File: src/hdl/c_sl_pkg.sv
`timescale 1ns / 1ps
// ----------------------------------------------------------------------------
// c_sl_pkg
// Shared types, token kind codes and character helpers of the C subset lexer.
// ----------------------------------------------------------------------------
package c_sl_pkg;

    typedef enum logic [4:0] {
        M_IDLE  = 5'b00001,
        M_IDENT = 5'b00010,
        M_NUM   = 5'b00100,
        M_EQ    = 5'b01000,
        M_BANG  = 5'b10000
    } t_mode;

    localparam logic [4:0] K_IDENT  = 5'd0;
    localparam logic [4:0] K_RETURN = 5'd1;
    localparam logic [4:0] K_NUMBER = 5'd2;
    localparam logic [4:0] K_EQ     = 5'd3;
    localparam logic [4:0] K_NEQ    = 5'd4;
    localparam logic [4:0] K_PLUS   = 5'd5;
    localparam logic [4:0] K_MINUS  = 5'd6;
    localparam logic [4:0] K_STAR   = 5'd7;
    localparam logic [4:0] K_SLASH  = 5'd8;
    localparam logic [4:0] K_PCT    = 5'd9;
    localparam logic [4:0] K_LPAREN = 5'd10;
    localparam logic [4:0] K_RPAREN = 5'd11;
    localparam logic [4:0] K_ASSIGN = 5'd12;
    localparam logic [4:0] K_SEMI   = 5'd13;
    localparam logic [4:0] K_COMMA  = 5'd14;
    localparam logic [4:0] K_END    = 5'd15;
    localparam logic [4:0] K_ERROR  = 5'd16;

    localparam logic [2:0]  KW_LEN  = 3'd6;
    localparam logic [15:0] LEN_MAX = 16'hFFFF;

    typedef struct packed {
        logic [4:0]  kind;
        logic [15:0] start_res;
        logic [15:0] length;
        logic        end_of_run;
    } t_tok_hdr;

    typedef struct packed {
        logic fire;
        logic is_end;
        logic halted;
    } t_lex_stat;

    function automatic logic [7:0] f_kw_char(input logic [2:0] idx);
        logic [7:0] r;
        unique case (idx)
            3'd0:    r = 8'h72;
            3'd1:    r = 8'h65;
            3'd2:    r = 8'h74;
            3'd3:    r = 8'h75;
            3'd4:    r = 8'h72;
            3'd5:    r = 8'h6E;
            default: r = 8'h00;
        endcase
        return r;
    endfunction

    // single-character operators and punctuation; K_ERROR when none
    function automatic logic [4:0] f_single_kind(input logic [7:0] c);
        logic [4:0] r;
        case (c)
            8'h2B:   r = K_PLUS;
            8'h2D:   r = K_MINUS;
            8'h2A:   r = K_STAR;
            8'h2F:   r = K_SLASH;
            8'h25:   r = K_PCT;
            8'h28:   r = K_LPAREN;
            8'h29:   r = K_RPAREN;
            8'h3D:   r = K_ASSIGN;
            8'h3B:   r = K_SEMI;
            8'h2C:   r = K_COMMA;
            default: r = K_ERROR;
        endcase
        return r;
    endfunction

endpackage

File: src/hdl/c_sl_if.sv
`timescale 1ns / 1ps
// ----------------------------------------------------------------------------
// c_sl_in_if / c_sl_out_if
// Valid/ready channels carrying source bytes in and tokens out.
// ----------------------------------------------------------------------------
interface c_sl_in_if;
    logic       valid;
    logic       ready;
    logic [7:0] ch;
    logic       is_end;

    modport source (output valid, output ch, output is_end, input ready);
    modport sink   (input valid, input ch, input is_end, output ready);
endinterface

interface c_sl_out_if #(
    parameter int VALUE_WIDTH = 31
);
    logic                   valid;
    logic                   ready;
    logic [4:0]             kind;
    logic [15:0]            start_res;
    logic [15:0]            length;
    logic [VALUE_WIDTH-1:0] value;
    logic                   end_of_run;

    modport source (output valid, output kind, output start_res, output length,
                    output value, output end_of_run, input ready);
    modport sink   (input valid, input kind, input start_res, input length,
                    input value, input end_of_run, output ready);
endinterface

File: src/hdl/c_sl_lex.sv
`timescale 1ns / 1ps
// ----------------------------------------------------------------------------
// c_sl_lex
// Input register, lexer state and the per-byte tokenizing logic; emits zero,
// one or two tokens per item into the result queue.
// ----------------------------------------------------------------------------
module c_sl_lex import c_sl_pkg::*; #(
    parameter int TEXT_LEN    = 65536,
    parameter int VALUE_WIDTH = 31
) (
    input  logic                        i_clk,
    input  logic                        i_rst_n,
    input  logic                        i_valid,
    output logic                        o_ready,
    input  logic [7:0]                  i_ch,
    input  logic                        i_is_end,
    input  logic                        i_room,
    output logic [1:0]                  o_push_n,
    output t_tok_hdr [1:0]              o_hdr,
    output logic [1:0][VALUE_WIDTH-1:0] o_val,
    output t_lex_stat                   o_stat
);

    localparam int PW = $clog2(TEXT_LEN + 1);
    localparam int WW = VALUE_WIDTH + 4;
    localparam logic [PW-1:0]          POS_LIMIT = PW'(TEXT_LEN);
    localparam logic [VALUE_WIDTH-1:0] VAL_MAX   = {VALUE_WIDTH{1'b1}};

    logic                   r_in_valid;
    logic [7:0]             r_ch;
    logic                   r_is_end;
    t_mode                  r_mode,      n_mode;
    logic [2:0]             r_kw_prog,   n_kw_prog;
    logic                   r_kw_alive,  n_kw_alive;
    logic [PW-1:0]          r_tok_start, n_tok_start;
    logic [15:0]            r_tok_len,   n_tok_len;
    logic [VALUE_WIDTH-1:0] r_num,       n_num;
    logic [PW-1:0]          r_pos,       n_pos;
    logic                   r_halted,    n_halted;

    logic                   w_fire;
    logic                   f_valid;
    t_tok_hdr               f_hdr;
    logic [VALUE_WIDTH-1:0] f_val;
    logic                   f_halt;
    logic                   c_alpha, c_digit, c_space;
    logic [4:0]             c_single;
    logic [3:0]             c_dval;
    logic [WW-1:0]          w_num_wide;
    logic [VALUE_WIDTH-1:0] w_num_next;

    function automatic logic [15:0] f_clamp(input logic [PW-1:0] v);
        logic [15:0] r;
        if (v > PW'(LEN_MAX)) begin
            r = LEN_MAX;
        end else begin
            r = 16'(v);
        end
        return r;
    endfunction

    function automatic t_tok_hdr f_mk(input logic [4:0] kind, input logic [PW-1:0] start,
                                      input logic [15:0] len);
        t_tok_hdr h;
        h.kind       = kind;
        h.start_res  = f_clamp(start);
        h.length     = len;
        h.end_of_run = 1'b0;
        return h;
    endfunction

    assign w_fire  = r_in_valid && i_room;
    assign o_ready = !r_in_valid || i_room;
    assign o_stat  = '{fire: w_fire, is_end: r_is_end, halted: r_halted};

    // hold the item until the queue has room for two tokens
    always_ff @(posedge i_clk) begin
        if (!i_rst_n) begin
            r_in_valid <= 1'b0;
        end else if (o_ready) begin
            r_in_valid <= i_valid;
        end
        if (o_ready && i_valid) begin
            r_ch     <= i_ch;
            r_is_end <= i_is_end;
        end
    end

    assign c_alpha  = (r_ch >= 8'h61 && r_ch <= 8'h7A) || (r_ch >= 8'h41 && r_ch <= 8'h5A)
                      || r_ch == 8'h5F;
    assign c_digit  = r_ch >= 8'h30 && r_ch <= 8'h39;
    assign c_space  = r_ch == 8'h20 || (r_ch >= 8'h09 && r_ch <= 8'h0D);
    assign c_single = f_single_kind(r_ch);
    assign c_dval   = 4'(r_ch - 8'h30);

    assign w_num_wide = (WW'(r_num) << 3) + (WW'(r_num) << 1) + WW'(c_dval);
    assign w_num_next = (w_num_wide > WW'(VAL_MAX)) ? VAL_MAX : w_num_wide[VALUE_WIDTH-1:0];

    // pending token as it would be emitted now
    always_comb begin
        f_valid = 1'b1;
        f_halt  = 1'b0;
        f_val   = '0;
        f_hdr   = f_mk(K_ERROR, r_tok_start, 16'd1);
        unique case (r_mode)
            M_IDLE: begin
                f_valid = 1'b0;
            end
            M_IDENT: begin
                f_hdr = f_mk((r_kw_alive && r_kw_prog == KW_LEN) ? K_RETURN : K_IDENT,
                             r_tok_start, r_tok_len);
            end
            M_NUM: begin
                f_hdr = f_mk(K_NUMBER, r_tok_start, r_tok_len);
                f_val = r_num;
            end
            M_EQ: begin
                f_hdr = f_mk(K_ASSIGN, r_tok_start, 16'd1);
            end
            M_BANG: begin
                f_halt = 1'b1;
            end
            default: begin
                f_valid = 1'b0;
            end
        endcase
    end

    always_comb begin
        logic [1:0] v_n;
        v_n         = 2'd0;
        o_hdr       = '0;
        o_val       = '0;
        n_mode      = r_mode;
        n_kw_prog   = r_kw_prog;
        n_kw_alive  = r_kw_alive;
        n_tok_start = r_tok_start;
        n_tok_len   = r_tok_len;
        n_num       = r_num;
        n_pos       = r_pos;
        n_halted    = r_halted;
        if (w_fire) begin
            if (r_is_end) begin
                if (!r_halted && f_valid) begin
                    o_hdr[v_n[0]] = f_hdr;
                    o_val[v_n[0]] = f_val;
                    v_n           = v_n + 2'd1;
                end
                o_hdr[v_n[0]] = f_mk(K_END, r_pos, 16'd0);
                v_n           = v_n + 2'd1;
                n_mode        = M_IDLE;
                n_kw_prog     = '0;
                n_kw_alive    = 1'b0;
                n_tok_start   = '0;
                n_tok_len     = '0;
                n_num         = '0;
                n_pos         = '0;
                n_halted      = 1'b0;
            end else if (r_halted) begin
                v_n = 2'd0;
            end else if (r_pos == POS_LIMIT) begin
                if (f_valid) begin
                    o_hdr[v_n[0]] = f_hdr;
                    o_val[v_n[0]] = f_val;
                    v_n           = v_n + 2'd1;
                end
                if (r_mode != M_BANG) begin
                    o_hdr[v_n[0]] = f_mk(K_ERROR, r_pos, 16'd0);
                    v_n           = v_n + 2'd1;
                end
                n_halted = 1'b1;
                n_mode   = M_IDLE;
            end else begin
                n_pos = r_pos + PW'(1);
                if (r_mode == M_IDENT && (c_alpha || c_digit)) begin
                    if (r_kw_alive) begin
                        if (r_kw_prog < KW_LEN && f_kw_char(r_kw_prog) == r_ch) begin
                            n_kw_prog = r_kw_prog + 3'd1;
                        end else begin
                            n_kw_alive = 1'b0;
                        end
                    end
                    if (r_tok_len != LEN_MAX) n_tok_len = r_tok_len + 16'd1;
                end else if (r_mode == M_NUM && c_digit) begin
                    n_num = w_num_next;
                    if (r_tok_len != LEN_MAX) n_tok_len = r_tok_len + 16'd1;
                end else if (r_mode == M_EQ && r_ch == 8'h3D) begin
                    n_mode   = M_IDLE;
                    o_hdr[0] = f_mk(K_EQ, r_tok_start, 16'd2);
                    v_n      = 2'd1;
                end else if (r_mode == M_BANG) begin
                    n_mode = M_IDLE;
                    if (r_ch == 8'h3D) begin
                        o_hdr[0] = f_mk(K_NEQ, r_tok_start, 16'd2);
                    end else begin
                        n_halted = 1'b1;
                        o_hdr[0] = f_mk(K_ERROR, r_tok_start, 16'd1);
                    end
                    v_n = 2'd1;
                end else begin
                    if (f_valid) begin
                        o_hdr[0] = f_hdr;
                        o_val[0] = f_val;
                        v_n      = 2'd1;
                        if (f_halt) n_halted = 1'b1;
                    end
                    n_mode = M_IDLE;
                    if (!c_space) begin
                        n_tok_start = r_pos;
                        n_tok_len   = 16'd1;
                        n_num       = '0;
                        if (c_alpha) begin
                            n_mode     = M_IDENT;
                            n_kw_alive = (r_ch == f_kw_char(3'd0));
                            n_kw_prog  = (r_ch == f_kw_char(3'd0)) ? 3'd1 : 3'd0;
                        end else if (r_ch == 8'h3D) begin
                            n_mode = M_EQ;
                        end else if (r_ch == 8'h21) begin
                            n_mode = M_BANG;
                        end else if (c_single != K_ERROR) begin
                            o_hdr[v_n[0]] = f_mk(c_single, r_pos, 16'd1);
                            v_n           = v_n + 2'd1;
                        end else if (c_digit) begin
                            n_mode = M_NUM;
                            n_num  = VALUE_WIDTH'(c_dval);
                        end else begin
                            n_halted      = 1'b1;
                            o_hdr[v_n[0]] = f_mk(K_ERROR, r_pos, 16'd1);
                            v_n           = v_n + 2'd1;
                        end
                    end
                end
            end
        end
        // mark the last token of this item
        if (v_n == 2'd2) begin
            o_hdr[1].end_of_run = 1'b1;
        end else if (v_n == 2'd1) begin
            o_hdr[0].end_of_run = 1'b1;
        end
        o_push_n = v_n;
    end

    always_ff @(posedge i_clk) begin
        if (!i_rst_n) begin
            r_mode      <= M_IDLE;
            r_kw_prog   <= '0;
            r_kw_alive  <= 1'b0;
            r_tok_start <= '0;
            r_tok_len   <= '0;
            r_num       <= '0;
            r_pos       <= '0;
            r_halted    <= 1'b0;
        end else begin
            r_mode      <= n_mode;
            r_kw_prog   <= n_kw_prog;
            r_kw_alive  <= n_kw_alive;
            r_tok_start <= n_tok_start;
            r_tok_len   <= n_tok_len;
            r_num       <= n_num;
            r_pos       <= n_pos;
            r_halted    <= n_halted;
        end
    end

endmodule

File: src/hdl/c_sl_outq.sv
`timescale 1ns / 1ps
// ----------------------------------------------------------------------------
// c_sl_outq
// Four-entry token queue; takes up to two tokens per cycle, drives one out.
// ----------------------------------------------------------------------------
module c_sl_outq import c_sl_pkg::*; #(
    parameter int VALUE_WIDTH = 31
) (
    input  logic                        i_clk,
    input  logic                        i_rst_n,
    input  logic [1:0]                  i_push_n,
    input  t_tok_hdr [1:0]              i_hdr,
    input  logic [1:0][VALUE_WIDTH-1:0] i_val,
    output logic                        o_room,
    output logic                        o_valid,
    input  logic                        i_ready,
    output t_tok_hdr                    o_hdr,
    output logic [VALUE_WIDTH-1:0]      o_val
);

    t_tok_hdr               r_hdr [4];
    logic [VALUE_WIDTH-1:0] r_val [4];
    logic [1:0]             r_wr_ptr, n_wr_ptr;
    logic [1:0]             r_rd_ptr, n_rd_ptr;
    logic [2:0]             r_count,  n_count;
    logic                   w_pop;

    assign o_room  = r_count <= 3'd2;
    assign o_valid = r_count != 3'd0;
    assign o_hdr   = r_hdr[r_rd_ptr];
    assign o_val   = r_val[r_rd_ptr];
    assign w_pop   = o_valid && i_ready;

    assign n_wr_ptr = r_wr_ptr + i_push_n;
    assign n_rd_ptr = r_rd_ptr + {1'b0, w_pop};
    assign n_count  = r_count + {1'b0, i_push_n} - {2'b00, w_pop};

    always_ff @(posedge i_clk) begin
        if (i_push_n != 2'd0) begin
            r_hdr[r_wr_ptr] <= i_hdr[0];
            r_val[r_wr_ptr] <= i_val[0];
        end
        if (i_push_n == 2'd2) begin
            r_hdr[r_wr_ptr + 2'd1] <= i_hdr[1];
            r_val[r_wr_ptr + 2'd1] <= i_val[1];
        end
    end

    always_ff @(posedge i_clk) begin
        if (!i_rst_n) begin
            r_wr_ptr <= '0;
            r_rd_ptr <= '0;
            r_count  <= '0;
        end else begin
            r_wr_ptr <= n_wr_ptr;
            r_rd_ptr <= n_rd_ptr;
            r_count  <= n_count;
        end
    end

endmodule

File: src/hdl/c_subset_lexer_core.sv
`timescale 1ns / 1ps
// ----------------------------------------------------------------------------
// c_subset_lexer_core
// Streaming lexer for a small C expression language: one source byte per
// item in, identifier/keyword/number/operator/end/error tokens out.
// ----------------------------------------------------------------------------
//  channel  dir  payload                                         handshake
//  i_src    in   ch[7:0], is_end                                 valid/ready
//  o_res    out  kind[4:0], start_res, length, value, end_of_run valid/ready
//
//  One item per cycle while the queue has room for two tokens; an item
//  passes the input register, then the token queue. Items with two tokens
//  can fill the four-entry token queue, which then backs up; input ready drops.
//  Synchronous active-low reset clears lexer state and the queue; no
//  clearing pass. Input is held in its register while the queue is short
//  of room for two tokens.
// ----------------------------------------------------------------------------
module c_subset_lexer_core import c_sl_pkg::*; #(
    parameter int TEXT_LEN    = 65536,
    parameter int VALUE_WIDTH = 31
) (
    input  logic     i_clk,
    input  logic     i_rst_n,
    c_sl_in_if.sink  i_src,
    c_sl_out_if.source o_res
);

    logic                        w_room;
    logic [1:0]                  w_push_n;
    t_tok_hdr [1:0]              w_hdr;
    logic [1:0][VALUE_WIDTH-1:0] w_val;
    t_lex_stat                   w_stat;
    t_tok_hdr                    w_out_hdr;
    logic [VALUE_WIDTH-1:0]      w_out_val;
    logic                        w_in_ready;
    logic                        w_out_valid;

    c_sl_lex #(
        .TEXT_LEN    (TEXT_LEN),
        .VALUE_WIDTH (VALUE_WIDTH)
    ) u_lex (
        .i_clk    (i_clk),
        .i_rst_n  (i_rst_n),
        .i_valid  (i_src.valid),
        .o_ready  (w_in_ready),
        .i_ch     (i_src.ch),
        .i_is_end (i_src.is_end),
        .i_room   (w_room),
        .o_push_n (w_push_n),
        .o_hdr    (w_hdr),
        .o_val    (w_val),
        .o_stat   (w_stat)
    );

    c_sl_outq #(
        .VALUE_WIDTH (VALUE_WIDTH)
    ) u_outq (
        .i_clk    (i_clk),
        .i_rst_n  (i_rst_n),
        .i_push_n (w_push_n),
        .i_hdr    (w_hdr),
        .i_val    (w_val),
        .o_room   (w_room),
        .o_valid  (w_out_valid),
        .i_ready  (o_res.ready),
        .o_hdr    (w_out_hdr),
        .o_val    (w_out_val)
    );

    assign i_src.ready      = w_in_ready;
    assign o_res.valid      = w_out_valid;
    assign o_res.kind       = w_out_hdr.kind;
    assign o_res.start_res  = w_out_hdr.start_res;
    assign o_res.length     = w_out_hdr.length;
    assign o_res.value      = w_out_val;
    assign o_res.end_of_run = w_out_hdr.end_of_run;

    a_push_room: assert property (@(posedge i_clk) disable iff (!i_rst_n)
        !w_room |-> w_push_n == 2'd0)
        else $error("tokens pushed into a full queue");

    a_end_emits: assert property (@(posedge i_clk) disable iff (!i_rst_n)
        w_stat.fire && w_stat.is_end |-> w_push_n != 2'd0 && w_push_n != 2'd3)
        else $error("end item produced no end token");

    a_halt_silent: assert property (@(posedge i_clk) disable iff (!i_rst_n)
        w_stat.fire && w_stat.halted && !w_stat.is_end |-> w_push_n == 2'd0)
        else $error("halted lexer emitted a token");

    a_end_clears: assert property (@(posedge i_clk) disable iff (!i_rst_n)
        w_stat.fire && w_stat.is_end |=> !w_stat.halted)
        else $error("halt not cleared by end item");

endmodule

File: src/flat_wrapper.sv
// flat-port wrapper written by rule: the top's interface ports become plain ports
module c_subset_lexer_core_flat import c_sl_pkg::*;
#(
    parameter int TEXT_LEN    = 65536,
    parameter int VALUE_WIDTH = 31
)
  (i_clk, i_rst_n, i_src_valid, i_src_ch, i_src_is_end, i_src_ready, o_res_valid, o_res_kind, o_res_start_res, o_res_length, o_res_value, o_res_end_of_run, o_res_ready);
  c_sl_in_if i_src_i ();
  c_sl_out_if #(.VALUE_WIDTH(VALUE_WIDTH)) o_res_i ();
  input  logic i_clk;
  input  logic i_rst_n;
  input wire logic [$bits(i_src_i.valid)-1:0] i_src_valid;
  input wire logic [$bits(i_src_i.ch)-1:0] i_src_ch;
  input wire logic [$bits(i_src_i.is_end)-1:0] i_src_is_end;
  output wire logic [$bits(i_src_i.ready)-1:0] i_src_ready;
  output wire logic [$bits(o_res_i.valid)-1:0] o_res_valid;
  output wire logic [$bits(o_res_i.kind)-1:0] o_res_kind;
  output wire logic [$bits(o_res_i.start_res)-1:0] o_res_start_res;
  output wire logic [$bits(o_res_i.length)-1:0] o_res_length;
  output wire logic [$bits(o_res_i.value)-1:0] o_res_value;
  output wire logic [$bits(o_res_i.end_of_run)-1:0] o_res_end_of_run;
  input wire logic [$bits(o_res_i.ready)-1:0] o_res_ready;
  assign i_src_i.valid = i_src_valid;
  assign i_src_i.ch = i_src_ch;
  assign i_src_i.is_end = i_src_is_end;
  assign i_src_ready = i_src_i.ready;
  assign o_res_valid = o_res_i.valid;
  assign o_res_kind = o_res_i.kind;
  assign o_res_start_res = o_res_i.start_res;
  assign o_res_length = o_res_i.length;
  assign o_res_value = o_res_i.value;
  assign o_res_end_of_run = o_res_i.end_of_run;
  assign o_res_i.ready = o_res_ready;
  c_subset_lexer_core #(.TEXT_LEN(TEXT_LEN), .VALUE_WIDTH(VALUE_WIDTH)) u_core (.i_clk(i_clk), .i_rst_n(i_rst_n), .i_src(i_src_i), .o_res(o_res_i));
endmodule
File: config.mk
export PLATFORM = sky130hd
export DESIGN_NAME = c_subset_lexer_core_flat
export DESIGN_NICKNAME = d
export VERILOG_FILES = /design/src/hdl/c_sl_pkg.sv /design/src/hdl/c_sl_if.sv /design/src/hdl/c_sl_lex.sv /design/src/hdl/c_sl_outq.sv /design/src/hdl/c_subset_lexer_core.sv /design/src/flat_wrapper.sv
export SDC_FILE = /design/constraint.sdc
export NUM_CORES = 1
export LEC_CHECK = 0
export BUFFER_PORTS_ARGS = -buffer_cell sky130_fd_sc_hd__buf_2
export CORE_AREA = 4 4 199 201
export CTS_BUF_LIST = sky130_fd_sc_hd__clkbuf_16
export DETAILED_ROUTE_END_ITERATION = 8
export DIE_AREA = 0 0 203 205
export GPL_ROUTABILITY_DRIVEN = 0
export PLACE_DENSITY = 0.72
export SLEW_MARGIN = 30
export SYNTH_ARGS = -nofsm -noshare
export SYNTH_HDL_FRONTEND = slang
export SYNTH_SLANG_ARGS = --single-unit
File: constraint.sdc
create_clock -name i_clk -period 7.1 [get_ports i_clk]
set_input_delay 1.065 -clock i_clk [delete_from_list [all_inputs] [get_ports i_clk]]
set_output_delay 1.065 -clock i_clk [all_outputs]
set_load 0.01 [all_outputs]
==> run_results.csv <==
group,metric,value,unit
outcome,run_status,"finished, final reports clean",
global_routing,grt_pass1_wl,87.31,mm
synth,synth-async-reset-ratio,0,%
clock_tree,cts.reportedPaths.clkPinSlew,0.06,ns
flow_run,timing.max_cap.violations,0,
global_routing,grt_antenna_before_repair,0,
power,total_switching_power,1.451,mW
floorplan,design.die.area,41620,sq um
sta,maximum_achievable_frequency,215.1,MHz
critical_path,crit_type,"reg -> reg",
synth,synth-seq-area-share,45.02,%
synth,number_of_instances_in_the_synthesized_netlist,2105,
critical_path,timing.critical_path.slowest_stage_cell,"edfxtp_1",
clock_tree,cts_resized,0,
sta,grt_setup_unrepaired,"no",
sta,final_hold_violation_count,0,
synth,synth.avg_cell_area,9.813,sq um
layout,nets,2201,
clock_tree,clock_insertion_delay_worst_skew,0.56,ns
clock_tree,ctsRootBufferMaster,"clkbuf_16",
critical_path,worstPathMaxFanout,24,
global_routing,global_route.usage.total,25.92,%
synth,postSynth.topFlopCell,"dfxtp_1",
sta,timing.max_slew.rel_slack,35.18,%
synth,post_synth_most_frequent_cells,"nand2_1 (243), a21oi_1 (238), dfxtp_1 (223)",
drt,drtAntennaViolNets,0,
critical_path,cp_cell_sequence,"nand2b_1 > a2bb2oi_1 > o221ai_4 > o22ai_1 > o21ai_0 > o211ai_1 > nand2b_1 > or2_1 > buf_4 > o21ai_4 > buf_4",
power,vdd.ir_drop.worst,0.0001582,V
power,pwr-share-seq,46.7,%
floorplan,die_y,205,microns
drt,first_iter_violations,1869,
power,swShare,27.46,%
global_routing,grt.overflow.total,0,
critical_path,critical_path_start_type,"flip-flop",
synth,synth.most_common_cell,"nand2_1",
critical_path,critical_path.max_stage_delay,0.73,ns
sta,tightestPinTransition,0.9687,ns
power,internal-power,3.834,mW
layout,fraction_of_final_layout_cells_sized_beyond_drive_strength_1,13.21,%
layout,antennaDiodeCount,0,
critical_path,r2r_cells,11,
placed_design,port_buffers,83,
clock_tree,cts-htree-levels,2,
placed_design,preCtsSetupSlack,2.515,ns
layout,fillerInstances,3107,
synth,netlist.area_leader.share,23.40,%
clock_tree,tritoncts,"yes",
clock_tree,clkSinkCount,384,
clock_tree,ctsHoldBuffers,0,
critical_path,worstPathRequired,7.31,ns
synth,yosys-top-cells-area,"edfxtp_1 (23%), dfxtp_1 (22%), mux4_2 (7.5%), a21oi_1 (5.8%), ha_1 (4.7%)",
synth,syn_area,20660,sq um
global_routing,grt_start_max_net_pins,105,
floorplan,die_w,203,microns
drt,detail_route.wl_per_cell,20.72,microns
critical_path,arrival_time_at_the_worst_endpoint,4.86,ns
layout,syn2layout_area_growth,9.467,%
clock_tree,number_of_buffers_inserted_during_clock_tree_synthesis,40,
drt,drt-total-wl,54.80,mm
floorplan,number_of_placement_rows,71,
drt,vias,16619,
synth,flops_latches_synth,384,
synth,synthesis.yosys.warnings,0,
floorplan,core_area,37580,sq um
power,power.density,233.7,nW/um^2
synth,ys_types,88,
global_routing,vias_in_the_first_global_route,15891,
synth,post-synth-top-area-cell,"edfxtp_1",
synth,synth_enable_flop_cells,161,
min_path,hp-class,"reg -> reg",
layout,layout.area.seq,9306,sq um
sta,finalWorstPathRequiredPeriod,4.648,ns
layout,area_used_by_multi_input_combinational_logic,10620,sq um
placed_design,place_hpwl,35.50,mm
sta,layout_worst_path_cycle_share,65.47,%
floorplan,top_level_ports,84,
drt,via_per_inst,6.283,
clock_tree,cts-root-to-sink-buffers,3,
floorplan,floorplan.initialDensity,54.97,%
critical_path,setup.worst_path.end_class,"flip-flop",
sta,fin_setup_tns,0,ns
clock_tree,setup_buffers_after_cts,0,
drt,drc,0,
power,power.clock.fraction,37.8,%
synth,synth_fp_nets,2199,
sta,timing.final.max_slew_violations,0,
min_path,worst_hold_path.num_cells,2,
sta,setup_viol_count_final,0,
power,p_leak,8.843,nW
sta,timing.final.ws_setup,2.452,ns
power,combPwrFrac,15.5,%
sta,clock_skew,0.01980,ns
drt,detail_route.first_pass.iterations,6,
==> area by class of cell <==
class                           count  area share (%)
Tap cell                          511           2.827
Sequential cell                   384           41.16
Clock inverter                     29           1.046
Multi-Input combinational cell   1534           46.97
Timing Repair Buffer              116           3.038
Clock buffer                       40           4.426
Inverter                           31          0.5367
==> layer usage <==
layer	GRT usage [%]	vias to the layer above	part of all wire, %	routed length (microns)
li1	-	7722	-	-
met1	37.72	8028	43	23520
met2	40.14	759	46	25080
met3	4.781	110	9.0	4907
met4	7.056	0	2.4	1292
met5	0	-	0	0
==> kinds of logic (layout without fill, tap and decap cells) <==
kind of cell | Yosys count | after routing | synth area share (%)
AOI/OAI and AO/OA | 605 | 605 | 17.30
and+or+nand+nor | 625 | 625 | 13.82
muxes | 165 | 165 | 12.20
buffers and inverters | 187 | 216 | 4.173
adders and majority gates | 82 | 82 | 5.064
xor gates and xnor gates | 57 | 57 | 2.417
DFF | 384 | 384 | 45.02
==> final timing paths <==
kind / startpoint / endpoint / slack [ns]
max: u_core.u_lex.r_ch[2] / u_core.u_outq.r_hdr[1][36] / 2.45
min: u_core.u_outq.r_val[3][9] / u_core.u_outq.r_val[3][9] / 0.47
max reg2reg: u_core.u_lex.r_ch[2] / u_core.u_outq.r_hdr[1][36] / 2.45
min reg2reg: u_core.u_outq.r_val[3][9] / u_core.u_outq.r_val[3][9] / 0.47
==> state kept, by name, summed over array words and instances (netlist names) <==
| signal | count |
|---|---|
| u_core.u_lex.r_ch | 8 |
| u_core.u_lex.r_halted | 1 |
| u_core.u_lex.r_in_valid | 1 |
| u_core.u_lex.r_is_end | 1 |
| u_core.u_lex.r_kw_alive | 1 |
| u_core.u_lex.r_kw_prog | 3 |
| u_core.u_lex.r_mode | 5 |
| u_core.u_lex.r_num | 31 |
| u_core.u_lex.r_pos | 17 |
| u_core.u_lex.r_tok_len | 16 |
| u_core.u_lex.r_tok_start | 17 |
| u_core.u_outq.r_count | 3 |
| u_core.u_outq.r_hdr | 152 |
| u_core.u_outq.r_rd_ptr | 2 |
| u_core.u_outq.r_val | 124 |
| u_core.u_outq.r_wr_ptr | 2 |
==> power by group through the flow <==
stage	clock (mW)	sequential (mW)	combinational, mW
2_1_floorplan	0	2.43	0.624
3_5_place_dp	0	2.51	0.811
4_1_cts	2.02	2.47	0.813
6_report	2.00	2.47	0.821
5_1_grt	2.11	2.48	0.883
3_3_place_gp	0	2.51	0.802
==> cells in the final DEF (no fill, tap or decap), types with 14 or more instances in the layout <==
| cell | Yosys | final |
|---|---|---|
| buf_2 | 40 | 83 |
| dfxtp_1 | 223 | 221 |
| xor2_1 | 30 | 30 |
| mux4_2 | 69 | 69 |
| o21ai_1 | 62 | 63 |
| nor2_1 | 190 | 190 |
| ha_1 | 78 | 78 |
| and3_1 | 15 | 15 |
| nor3_1 | 26 | 26 |
| clkbuf_16 | 0 | 40 |
| o22a_1 | 15 | 15 |
| a21o_1 | 31 | 31 |
| a31oi_1 | 18 | 18 |
| nand2_1 | 243 | 243 |
| mux2i_1 | 91 | 91 |
| nand3_1 | 37 | 37 |
| a22oi_1 | 18 | 18 |
| nand4_1 | 17 | 17 |
| o21ai_0 | 134 | 129 |
| xnor2_1 | 27 | 27 |
| and2_1 | 19 | 18 |
| a211oi_1 | 14 | 14 |
| buf_4 | 6 | 31 |
| a21oi_1 | 238 | 237 |
| edfxtp_1 | 161 | 161 |
| inv_1 | 28 | 39 |
==> worst max-delay path, delay by kind of cell (launching register included) <==
family                 cells  cell delay, ns
and+or+nand+nor            3            0.95
buffers and inverters      2            0.72
DFF                        1            0.73
AOI/OAI and AO/OA          6            1.91
==> per-stage QoR <==
step	power, mW	hold WS (ns)	utilization, %	std cells	instance area (sq um)
floorplan	3.049	0.4463	-	2105	20660
global placement	3.312	0.4533	56.80	2575	21340
detailed placement	3.324	0.4640	56.80	2575	21340
CTS	5.304	0.4723	60.09	2644	22580
global route	5.473	0.4865	60.18	2645	22610
finish	5.285	0.4711	60.18	2645	22610
Power figures use the tool's default switching activity.
